[config.mk]
export PLATFORM = sky130hd
export DESIGN_NAME = rig_ctrl
export DESIGN_NICKNAME = d
export VERILOG_FILES = /design/src/sv/rig_pkg.sv /design/src/sv/rig_ctrl.sv
export SDC_FILE = /design/constraint.sdc
export NUM_CORES = 1
export LEC_CHECK = 0
export BUFFER_PORTS_ARGS = -buffer_cell sky130_fd_sc_hd__buf_2
export CORE_UTILIZATION = 55
export CTS_CLUSTER_SIZE = 40
export DETAILED_ROUTE_END_ITERATION = 16
export PLACE_DENSITY = 0.93
export SLEW_MARGIN = 0
export SYNTH_ARGS = -nofsm -noshare
export SYNTH_HDL_FRONTEND = slang
export SYNTH_SLANG_ARGS = --single-unit
[constraint.sdc]
create_clock -name clk -period 2.72 [get_ports clk]
set_input_delay 0.136 -clock clk [delete_from_list [all_inputs] [get_ports clk]]
set_output_delay 0.136 -clock clk [all_outputs]
set_load 0.1 [all_outputs]
[src/sv/rig_pkg.sv]
// Shared types, register codes and sequencer command codes for the reprojection inlier gate.
package rig_pkg;

	// Tally limits
	localparam int MAX_POINTS = 4096;
	localparam int TALLY_W = 13;
	localparam int TALLY_CAP = (MAX_POINTS < 8191) ? MAX_POINTS : 8191;

	// Configuration port
	localparam int CFG_IDX_W = 3;
	localparam int CFG_DATA_W = 64;

	localparam logic [CFG_IDX_W-1:0] CFG_POSE_ROW0   = 3'd0;
	localparam logic [CFG_IDX_W-1:0] CFG_POSE_ROW1   = 3'd1;
	localparam logic [CFG_IDX_W-1:0] CFG_POSE_ROW2   = 3'd2;
	localparam logic [CFG_IDX_W-1:0] CFG_FOCAL_X     = 3'd3;
	localparam logic [CFG_IDX_W-1:0] CFG_FOCAL_Y     = 3'd4;
	localparam logic [CFG_IDX_W-1:0] CFG_CENTER_X    = 3'd5;
	localparam logic [CFG_IDX_W-1:0] CFG_CENTER_Y    = 3'd6;
	localparam logic [CFG_IDX_W-1:0] CFG_ERROR_LIMIT = 3'd7;

	// Register values after reset
	localparam logic [63:0] RST_POSE_ROW0   = 64'h0000_0000_4000_0000;
	localparam logic [63:0] RST_POSE_ROW1   = 64'h0000_0000_0000_4000;
	localparam logic [63:0] RST_POSE_ROW2   = 64'h0000_0000_0000_0100;
	localparam logic [15:0] RST_FOCAL_X     = 16'd18874;
	localparam logic [15:0] RST_FOCAL_Y     = 16'd18874;
	localparam logic [15:0] RST_CENTER_X    = 16'd8109;
	localparam logic [15:0] RST_CENTER_Y    = 16'd8357;
	localparam logic [15:0] RST_ERROR_LIMIT = 16'd96;

	// Sequencer
	localparam int STEP_W = 5;
	localparam logic [STEP_W-1:0] LAST_STEP = 5'd24;

	// Multiplier operand A sources
	localparam logic [2:0] OPA_ROW = 3'd0;
	localparam logic [2:0] OPA_FX  = 3'd1;
	localparam logic [2:0] OPA_FY  = 3'd2;
	localparam logic [2:0] OPA_DCX = 3'd3;
	localparam logic [2:0] OPA_DCY = 3'd4;
	localparam logic [2:0] OPA_LIM = 3'd5;
	localparam logic [2:0] OPA_HI  = 3'd6;
	localparam logic [2:0] OPA_LO  = 3'd7;

	// Multiplier operand B sources
	localparam logic [2:0] OPB_NONE  = 3'd0;
	localparam logic [2:0] OPB_WORLD = 3'd1;
	localparam logic [2:0] OPB_CX    = 3'd2;
	localparam logic [2:0] OPB_CY    = 3'd3;
	localparam logic [2:0] OPB_CZ    = 3'd4;
	localparam logic [2:0] OPB_ABSZ  = 3'd5;
	localparam logic [2:0] OPB_HI    = 3'd6;
	localparam logic [2:0] OPB_LO    = 3'd7;

	// Magnitude selected for squaring
	localparam logic [1:0] MAG_A = 2'd0;
	localparam logic [1:0] MAG_B = 2'd1;
	localparam logic [1:0] MAG_L = 2'd2;

	// Accumulator operations
	localparam logic [2:0] ACC_NONE    = 3'd0;
	localparam logic [2:0] ACC_FIRST   = 3'd1;
	localparam logic [2:0] ACC_FIRST_T = 3'd2;
	localparam logic [2:0] ACC_ADD     = 3'd3;
	localparam logic [2:0] ACC_SUB     = 3'd4;

	// Product alignment
	localparam logic [1:0] SH_0  = 2'd0;
	localparam logic [1:0] SH_28 = 2'd1;
	localparam logic [1:0] SH_54 = 2'd2;

	// Accumulator store targets
	localparam logic [2:0] ST_NONE = 3'd0;
	localparam logic [2:0] ST_CX   = 3'd1;
	localparam logic [2:0] ST_CY   = 3'd2;
	localparam logic [2:0] ST_CZ   = 3'd3;
	localparam logic [2:0] ST_MAGA = 3'd4;
	localparam logic [2:0] ST_MAGB = 3'd5;
	localparam logic [2:0] ST_MAGL = 3'd6;

	typedef struct packed {
		logic signed [31:0] world_x;
		logic signed [31:0] world_y;
		logic signed [31:0] world_z;
		logic [15:0]        meas_u;
		logic [15:0]        meas_v;
		logic [15:0]        ref_u;
		logic [15:0]        ref_v;
		logic               last_point;
	} rig_in_t;

	typedef struct packed {
		logic               is_outlier;
		logic               depth_zero;
		logic [15:0]        out_ref_u;
		logic [15:0]        out_ref_v;
		logic [15:0]        out_meas_u;
		logic [15:0]        out_meas_v;
		logic [TALLY_W-1:0] inliers_so_far;
		logic [TALLY_W-1:0] outliers_so_far;
		logic               set_done;
	} rig_out_t;

	typedef struct packed {
		logic       load;
		logic       finish;
		logic [2:0] opa;
		logic [2:0] opb;
		logic [1:0] row;
		logic [1:0] col;
		logic [1:0] mag;
		logic [2:0] acc_op;
		logic [1:0] t_row;
		logic [1:0] shift;
		logic [2:0] store;
	} rig_cmd_t;

endpackage

[src/sv/rig_ctrl.sv]
// Controller: request handshake, step sequencer and result-slot tracking.
module rig_ctrl (
	input  logic             clk,
	input  logic             arst_n,
	input  logic             in_valid,
	output logic             in_ready,
	output logic             out_valid,
	input  logic             out_ready,
	output rig_pkg::rig_cmd_t cmd
);
	import rig_pkg::*;

	localparam logic [1:0] ST_IDLE = 2'd0;
	localparam logic [1:0] ST_RUN  = 2'd1;
	localparam logic [1:0] ST_FIN  = 2'd2;

	logic [1:0]        state_q;
	logic [STEP_W-1:0] step_q;
	logic              out_valid_q;
	logic              slot_free;
	rig_cmd_t          step_cmd;

	assign slot_free = !out_valid_q || out_ready;
	assign in_ready  = (state_q == ST_IDLE);
	assign out_valid = out_valid_q;

	// Decode the current step into multiplier, accumulator and store controls
	always_comb begin
		step_cmd = '0;
		unique case (step_q)
			5'd0: begin
				step_cmd.opa = OPA_ROW; step_cmd.opb = OPB_WORLD;
				step_cmd.row = 2'd0; step_cmd.col = 2'd0;
			end
			5'd1: begin
				step_cmd.opa = OPA_ROW; step_cmd.opb = OPB_WORLD;
				step_cmd.row = 2'd0; step_cmd.col = 2'd1;
				step_cmd.acc_op = ACC_FIRST_T; step_cmd.t_row = 2'd0;
			end
			5'd2: begin
				step_cmd.opa = OPA_ROW; step_cmd.opb = OPB_WORLD;
				step_cmd.row = 2'd0; step_cmd.col = 2'd2;
				step_cmd.acc_op = ACC_ADD;
			end
			5'd3: begin
				step_cmd.opa = OPA_ROW; step_cmd.opb = OPB_WORLD;
				step_cmd.row = 2'd1; step_cmd.col = 2'd0;
				step_cmd.acc_op = ACC_ADD;
			end
			5'd4: begin
				step_cmd.opa = OPA_ROW; step_cmd.opb = OPB_WORLD;
				step_cmd.row = 2'd1; step_cmd.col = 2'd1;
				step_cmd.acc_op = ACC_FIRST_T; step_cmd.t_row = 2'd1;
				step_cmd.store = ST_CX;
			end
			5'd5: begin
				step_cmd.opa = OPA_ROW; step_cmd.opb = OPB_WORLD;
				step_cmd.row = 2'd1; step_cmd.col = 2'd2;
				step_cmd.acc_op = ACC_ADD;
			end
			5'd6: begin
				step_cmd.opa = OPA_ROW; step_cmd.opb = OPB_WORLD;
				step_cmd.row = 2'd2; step_cmd.col = 2'd0;
				step_cmd.acc_op = ACC_ADD;
			end
			5'd7: begin
				step_cmd.opa = OPA_ROW; step_cmd.opb = OPB_WORLD;
				step_cmd.row = 2'd2; step_cmd.col = 2'd1;
				step_cmd.acc_op = ACC_FIRST_T; step_cmd.t_row = 2'd2;
				step_cmd.store = ST_CY;
			end
			5'd8: begin
				step_cmd.opa = OPA_ROW; step_cmd.opb = OPB_WORLD;
				step_cmd.row = 2'd2; step_cmd.col = 2'd2;
				step_cmd.acc_op = ACC_ADD;
			end
			5'd9: begin
				step_cmd.opa = OPA_FX; step_cmd.opb = OPB_CX;
				step_cmd.acc_op = ACC_ADD;
			end
			5'd10: begin
				step_cmd.acc_op = ACC_FIRST; step_cmd.store = ST_CZ;
			end
			5'd11: begin
				step_cmd.opa = OPA_DCX; step_cmd.opb = OPB_CZ;
			end
			5'd12: begin
				step_cmd.opa = OPA_FY; step_cmd.opb = OPB_CY;
				step_cmd.acc_op = ACC_ADD;
			end
			5'd13: begin
				step_cmd.opa = OPA_DCY; step_cmd.opb = OPB_CZ;
				step_cmd.acc_op = ACC_FIRST; step_cmd.store = ST_MAGA;
			end
			5'd14: begin
				step_cmd.opa = OPA_LIM; step_cmd.opb = OPB_ABSZ;
				step_cmd.acc_op = ACC_ADD;
			end
			5'd15: begin
				step_cmd.opa = OPA_HI; step_cmd.opb = OPB_HI; step_cmd.mag = MAG_A;
				step_cmd.acc_op = ACC_FIRST; step_cmd.store = ST_MAGB;
			end
			5'd16: begin
				step_cmd.opa = OPA_HI; step_cmd.opb = OPB_LO; step_cmd.mag = MAG_A;
				step_cmd.acc_op = ACC_FIRST; step_cmd.shift = SH_54;
				step_cmd.store = ST_MAGL;
			end
			5'd17: begin
				step_cmd.opa = OPA_LO; step_cmd.opb = OPB_LO; step_cmd.mag = MAG_A;
				step_cmd.acc_op = ACC_ADD; step_cmd.shift = SH_28;
			end
			5'd18: begin
				step_cmd.opa = OPA_HI; step_cmd.opb = OPB_HI; step_cmd.mag = MAG_B;
				step_cmd.acc_op = ACC_ADD; step_cmd.shift = SH_0;
			end
			5'd19: begin
				step_cmd.opa = OPA_HI; step_cmd.opb = OPB_LO; step_cmd.mag = MAG_B;
				step_cmd.acc_op = ACC_ADD; step_cmd.shift = SH_54;
			end
			5'd20: begin
				step_cmd.opa = OPA_LO; step_cmd.opb = OPB_LO; step_cmd.mag = MAG_B;
				step_cmd.acc_op = ACC_ADD; step_cmd.shift = SH_28;
			end
			5'd21: begin
				step_cmd.opa = OPA_HI; step_cmd.opb = OPB_HI; step_cmd.mag = MAG_L;
				step_cmd.acc_op = ACC_ADD; step_cmd.shift = SH_0;
			end
			5'd22: begin
				step_cmd.opa = OPA_HI; step_cmd.opb = OPB_LO; step_cmd.mag = MAG_L;
				step_cmd.acc_op = ACC_SUB; step_cmd.shift = SH_54;
			end
			5'd23: begin
				step_cmd.opa = OPA_LO; step_cmd.opb = OPB_LO; step_cmd.mag = MAG_L;
				step_cmd.acc_op = ACC_SUB; step_cmd.shift = SH_28;
			end
			5'd24: begin
				step_cmd.acc_op = ACC_SUB; step_cmd.shift = SH_0;
			end
			default: begin
				step_cmd = '0;
			end
		endcase
	end

	// Issue step commands only while running; add load and finish strobes
	always_comb begin
		cmd = (state_q == ST_RUN) ? step_cmd : '0;
		cmd.load   = in_valid && in_ready;
		cmd.finish = (state_q == ST_FIN) && slot_free;
	end

	// Advance the state machine and step counter
	always_ff @(posedge clk or negedge arst_n) begin
		if (!arst_n) begin
			state_q <= ST_IDLE;
			step_q  <= '0;
		end else begin
			unique case (state_q)
				ST_IDLE: begin
					if (in_valid) begin
						state_q <= ST_RUN;
						step_q  <= '0;
					end
				end
				ST_RUN: begin
					if (step_q == LAST_STEP) begin
						state_q <= ST_FIN;
					end else begin
						step_q <= step_q + 1'b1;
					end
				end
				ST_FIN: begin
					if (slot_free) begin
						state_q <= ST_IDLE;
					end
				end
				default: begin
					state_q <= ST_IDLE;
				end
			endcase
		end
	end

	// Hold the result slot until it is taken
	always_ff @(posedge clk or negedge arst_n) begin
		if (!arst_n) begin
			out_valid_q <= 1'b0;
		end else if (cmd.finish) begin
			out_valid_q <= 1'b1;
		end else if (out_ready) begin
			out_valid_q <= 1'b0;
		end
	end

	a_load_starts_run: assert property (@(posedge clk) disable iff (!arst_n)
		cmd.load |=> (state_q == ST_RUN) && (step_q == '0))
		else $error("accepted request did not start the sequence at step zero");

	a_step_in_range: assert property (@(posedge clk) disable iff (!arst_n)
		(state_q == ST_RUN) |-> (step_q <= LAST_STEP))
		else $error("step counter ran past the last step");

	a_no_overwrite: assert property (@(posedge clk) disable iff (!arst_n)
		cmd.finish |-> (!out_valid_q || out_ready))
		else $error("result written over one that was not yet taken");

	a_finish_shows: assert property (@(posedge clk) disable iff (!arst_n)
		cmd.finish |=> out_valid)
		else $error("finished result not presented");

endmodule

==> results.yml, run 1 <==
synth:
  syn_area_um2: 1020
  synth-seq-cells: 8
  netlist_instances: 135
  synthTopCellsByArea: "dfrtp_1, ha_1, nand2b_1"
  synth.area.mux_share_pct: 0
  synth_edf_count: 0
  synth-simple-area-share_pct: 33.9
  async_reset_ff_share_pct: 100
  synth_top_family_by_area: "simple AND/OR/NAND/NOR gates"
  synth_seq_area_share_pct: 19.7
  yosys.cell_types.count: 44
  synth_compound_area_share_pct: 30.4
  synth_top_area_share_pct: 19.7
  synth_fa_ha_area_share_pct: 6.15
  synthXorXnorAreaFrac_pct: 0.861
  ys_warn_count: 0
  synth_top_flop_cell: "dfrtp_1"
  syn_nets: 144
  yosysTopAreaCell: "dfrtp_1"
  synth.avg_cell_area_um2: 7.54
drt:
  drcViolationCount: 0
  dr.pass1.iters: 4
  routed_wirelength_um: 2690
  via_count: 1091
  via_per_inst: 5.96
  wire_per_inst_um: 14.7
  ant_nets: 0
  drt_iter0_markers: 28
final_layout:
  fin_util_pct: 71.4
  nets: 169
  stdcell_area_um2: 1230
  num_antenna_cells: 0
  finalNonFillerCells: 183
  area_growth_pct: 21.2
  drive_gt1_share_pct: 31.6
status:
  status: "complete, no violations"
floorplan:
  pin_count: 30
  rows: 15
  die_h_um: 45.0
  start_util_pct: 58.9
  die_w_um: 45.0
  core_area_um2: 1730
  dieArea_um2: 2030
timing:
  setup_viol: 0
  fmax_ghz: 0.393
  worst_slew_pin_slew_ns: 0.489
  rsz0062_at_grt: "false"
  fin_crit_sh_pct: 93.7
  max-slew-margin-rel_pct: 67.4
  drv_slew: 0
  hold_violations: 0
  fin_skew_ns: 0.00552
  period_minus_slack_ns: 2.55
worst_setup_path:
  worstPathCellList: "ha_1, nand2_1, nor2_1, ha_1, a311oi_1, nor2_1, buf_2"
  arrival_ns: 2.41
  path_class: "reg -> out"
  cp_data_required_time_ns: 2.58
  start_kind: "register"
  end_kind: "primary output"
  slowest_delay_ns: 0.44
  slowest_stage: "dfrtp_1"
  cp_max_fo: 11
clocking:
  cts_sinks: 8
  clockRootBuffer: "clkbuf_4"
  clk_latency_ns: 0.25
  clk_path_buf_depth: 2
  htreeDepth: 1
  clkTransAtPathRegs_ns: 0.05
  post_cts_buffers: 0
  cts_buffers: 3
  cts_tree: "done"
placement:
  place_hpwl_um: 2020
  port-buffer-count: 29
  place.gp.congestion: 0.962
  place_inst: 179
  dpl_cell_area_um2: 1190
hold_path:
  hp-class: "in -> reg"
global_routing:
  grt_max_degree: 20
  grt_usage_pct: 29.1
  grt_pass1_vias: 985
  antenna_found_initial: 0
  grt_overflow: 0
  grt_pass1_wl_um: 4400
run:
  max_cap_violations: 0
-- cell families (layout without fill, tap and decap cells) --
logic type	after synthesis	count (layout)
and+or+nand+nor	62	62
AOI/OAI and AO/OA	43	43
buffers and inverters	16	39
DFF	8	8
adders and majority gates	5	5
xor gates and xnor gates	1	1
-- layout by cell type (no fill, tap or decap), types with 2 or more instances in the layout --
master and count:
buf_2 27, nor2_1 14, nand2_1 9, nand2b_1 9
a21oi_1 8, dfrtp_1 8, o21ai_0 7, nor2b_1 5
nor3_1 5, ha_1 5, clkbuf_4 5, inv_1 4
a21oi_2 3, o22ai_1 3, nor3b_2 3, or3_1 3
a22o_1 3, nor2_2 2, o21a_1 2, o211ai_1 2
a31oi_2 2, a311oi_1 2, o2bb2ai_1 2, buf_4 2
-- routing by layer --
layer | vias to the layer above | part of all wire [%] | global-route usage [%]
met5 | - | 0 | 0
met4 | 0 | 0 | 9.09
met3 | 0 | 5.6 | 7.60
met2 | 40 | 52 | 47.0
met1 | 514 | 42 | 37.9
li1 | 537 | - | -
-- critical path, delay by kind of cell, from the launching register on --
kind,cells,cell delay [ns]
DFF,1,0.44
buffers and inverters,1,0.44
adders and majority gates,2,0.71
and+or+nand+nor,3,0.45
AOI/OAI and AO/OA,1,0.12
-- cells in the mapped netlist (3+ instances only) --
| cell type | n |
|---|---|
| nor2_1 | 15 |
| a21oi_1 | 11 |
| nand2_1 | 9 |
| nand2b_1 | 9 |
| dfrtp_1 | 8 |
| o21ai_0 | 7 |
| nor3_1 | 6 |
| buf_4 | 5 |
| ha_1 | 5 |
| nor2b_1 | 5 |
| buf_2 | 4 |
| inv_1 | 4 |
| a22o_1 | 3 |
| a31oi_1 | 3 |
| o22ai_1 | 3 |
| or3_1 | 3 |
-- per-stage QoR --
| step | setup TNS [ns] | hold slack, ns | worst slack [ns] |
|---|---|---|---|
| 2_1_floorplan | -0.455 | -0.160 | -0.159 |
| 3_3_place_gp | 0 | -0.0182 | 0.489 |
| 3_5_place_dp | 0 | -0.0120 | 0.392 |
| 4_1_cts | 0 | 0.194 | 0.120 |
| 5_1_grt | 0 | 0.230 | 0.00581 |
| 6_report | 0 | 0.186 | 0.172 |
-- sequential cells by signal, summed over array words and instances (netlist names) --
name	cells
state_q	2
out_valid	1
step_q	5
-- final cells by class --
cell class / instances / area, um2
multi-input cells: 111 / 788
inverters: 4 / 15.0
fillers: 146 / 494
flip-flops and latches: 8 / 200
repair buffers: 32 / 175
clock buffers: 3 / 22.5
well taps: 25 / 31.3
-- final timing paths --
kind	from	to	slack (ns)	depth (start not counted)
max	step_q[0]	cmd[2]	0.17	7
min	out_ready	out_valid	0.19	3
max reg2reg	step_q[0]	step_q[1]	0.86	6
min reg2reg	out_valid	out_valid	0.54	2
max in group asynchronous	arst_n	step_q[0]	2.29	2
min in group asynchronous	arst_n	out_valid	0.25	2
-- repair_timing --
| item | 4_1_cts | 5_1_grt |
|---|---|---|
| hold buffers | 1 | 0 |
| resized for setup | 0 | 2 |
| setup endpoints to repair | 0 | 2 |
| hold endpoints to repair | 8 | 0 |
Power of run 1 is left out: the tool's default activity adds up to more than one toggle a clock period on the data nets, which glitch-free logic cannot reach.
==> run 2, diff against run 1 <==
--- a/config.mk
+++ b/config.mk
@@ -7,6 +7,7 @@
 export LEC_CHECK = 0
 export BUFFER_PORTS_ARGS = -buffer_cell sky130_fd_sc_hd__buf_2
 export CORE_UTILIZATION = 55
+export CTS_BUF_LIST = sky130_fd_sc_hd__clkbuf_16
 export CTS_CLUSTER_SIZE = 40
 export DETAILED_ROUTE_END_ITERATION = 16
 export PLACE_DENSITY = 0.93
==> run 2 against run 1 <==
Net effect: wire length increased by 5.3%; final area grew 4.5%; global-route usage increased by 2.3 points; clock skew is 0.0037 ns lower; sequential cell count unchanged; largest cell class unchanged; worst hold slack better by 0.035 ns; via count rose by 3.8%; sequential share of layout area fell by 0.69 points; fmax about the same; core utilization increased by 3.2 points; first-iteration DRC count rose by 43%.
==> results.yml, run 2 (same netlist as run 1, synthesis figures left out) <==
status:
  status: "complete, no violations"
worst_setup_path:
  r2r_cells: 6
  cp_max_fo: 11
  r2r_slack_ns: 0.85
  start_kind: "register"
  end_kind: "primary output"
  path_class: "reg -> out"
  cp_data_required_time_ns: 2.58
  arrival_ns: 2.41
final_layout:
  largest_reg_flops: 5
  fin_util_pct: 74.6
  stdcell_area_um2: 1290
  multi_input_area_um2: 788
  mostFrequentLayoutCell: "buf_2"
  area_growth_pct: 26.6
  drive_gt1_share_pct: 31.6
  mostFrequentLayoutCells: "buf_2, nor2_1, nand2_1, nand2b_1"
  seq_area_um2: 200
  fillers: 135
  nets: 169
  top_register: "step_q"
  num_antenna_cells: 0
clocking:
  clk_path_buf_depth: 2
  clockRootBuffer: "clkbuf_16"
  cts_tree: "done"
  clk_latency_ns: 0.23
  clkTransAtPathRegs_ns: 0.04
  htreeDepth: 1
  cts_buffers: 3
  cts_sinks: 8
  post_cts_buffers: 0
global_routing:
  antenna_found_initial: 0
  grt_max_degree: 20
  grt_pass1_wl_um: 4690
  grt_usage_pct: 31.4
  grt_pass1_vias: 1031
  grt_overflow: 0
timing:
  hold_violations: 0
  worst_slew_pin_slew_ns: 0.501
  fin_skew_ns: 0.00180
  period_minus_slack_ns: 2.55
  drv_slew: 0
  rsz0062_at_grt: "false"
  fin_crit_sh_pct: 93.6
  setup_viol: 0
  tns_ns: 0
  max-slew-margin-rel_pct: 66.6
  fmax_ghz: 0.393
  setup_slack_ns: 0.173
hold_path:
  holdPathStages: 3
  hp-class: "in -> reg"
placement:
  port-buffer-count: 29
  place_hpwl_um: 2020
  place.gp.congestion: 0.962
  dpl_cell_area_um2: 1190
  place_ws_ns: 0.392
drt:
  dr.pass1.iters: 4
  drt_iter0_markers: 40
  ant_nets: 0
  routed_wirelength_um: 2830
  via_count: 1132
  wire_per_inst_um: 15.5
  drcViolationCount: 0
  via_per_inst: 6.19
floorplan:
  die_w_um: 45.0
  rows: 15
  start_util_pct: 58.9
  die_h_um: 45.0
  core_area_um2: 1730
  dieArea_um2: 2030
  pin_count: 30
run:
  max_cap_violations: 0
[run 2: changes by cell type in the layout (fill, tap and decap cells not counted), sizes merged]
cell | previous run | this run
clkbuf | 5 | 6
buf | 29 | 28
[run 2: worst max-delay path, cell delays in order (launching register included)]
cell and delay, ns:
dfrtp_1 0.44, ha_1 0.40, nand2_1 0.18, nor2_1 0.14
ha_1 0.33, a211oi_1 0.11, a21oi_1 0.14, buf_2 0.45
[run 2: worst paths after layout]
path                           start   endpoint
setup / recovery           step_q[0]    cmd[21]
hold / removal             out_ready  out_valid
setup reg to reg           step_q[0]  step_q[1]
hold reg to reg            out_valid  out_valid
max in group asynchronous     arst_n  step_q[0]
min in group asynchronous     arst_n  out_valid
[run 2: final cells by class]
type,count,area share (%)
clock buffers,3,5.83
well taps,25,2.43
flip-flops and latches,8,15.5
repair buffers,32,13.8
inverters,4,1.17
multi-input cells,111,61.2
[run 2: routing by layer]
layer	track usage [%]	part of all wire [%]	wire length (um)	up-vias
li1	-	-	-	537
met2	50.1	50	1430	59
met4	11.5	0.39	11	0
met5	0	0	0	-
met3	8.00	7.4	209	2
met1	41.0	42	1180	534
[run 2: metrics by stage]
step	hold slack [ns]	cells
after CTS	0.220	183
after floorplan	-0.160	135
final	0.220	183
after detailed placement	-0.0120	179
after global routing	0.265	183
after global placement	-0.0182	179
[run 2: what timing repair did]
item,CTS,global route
setup endpoints to repair,0,3
endpoints found under the hold margin,8,0
resized for setup,0,3
hold buffers,1,0
Power of run 2 is left out for the same reason.
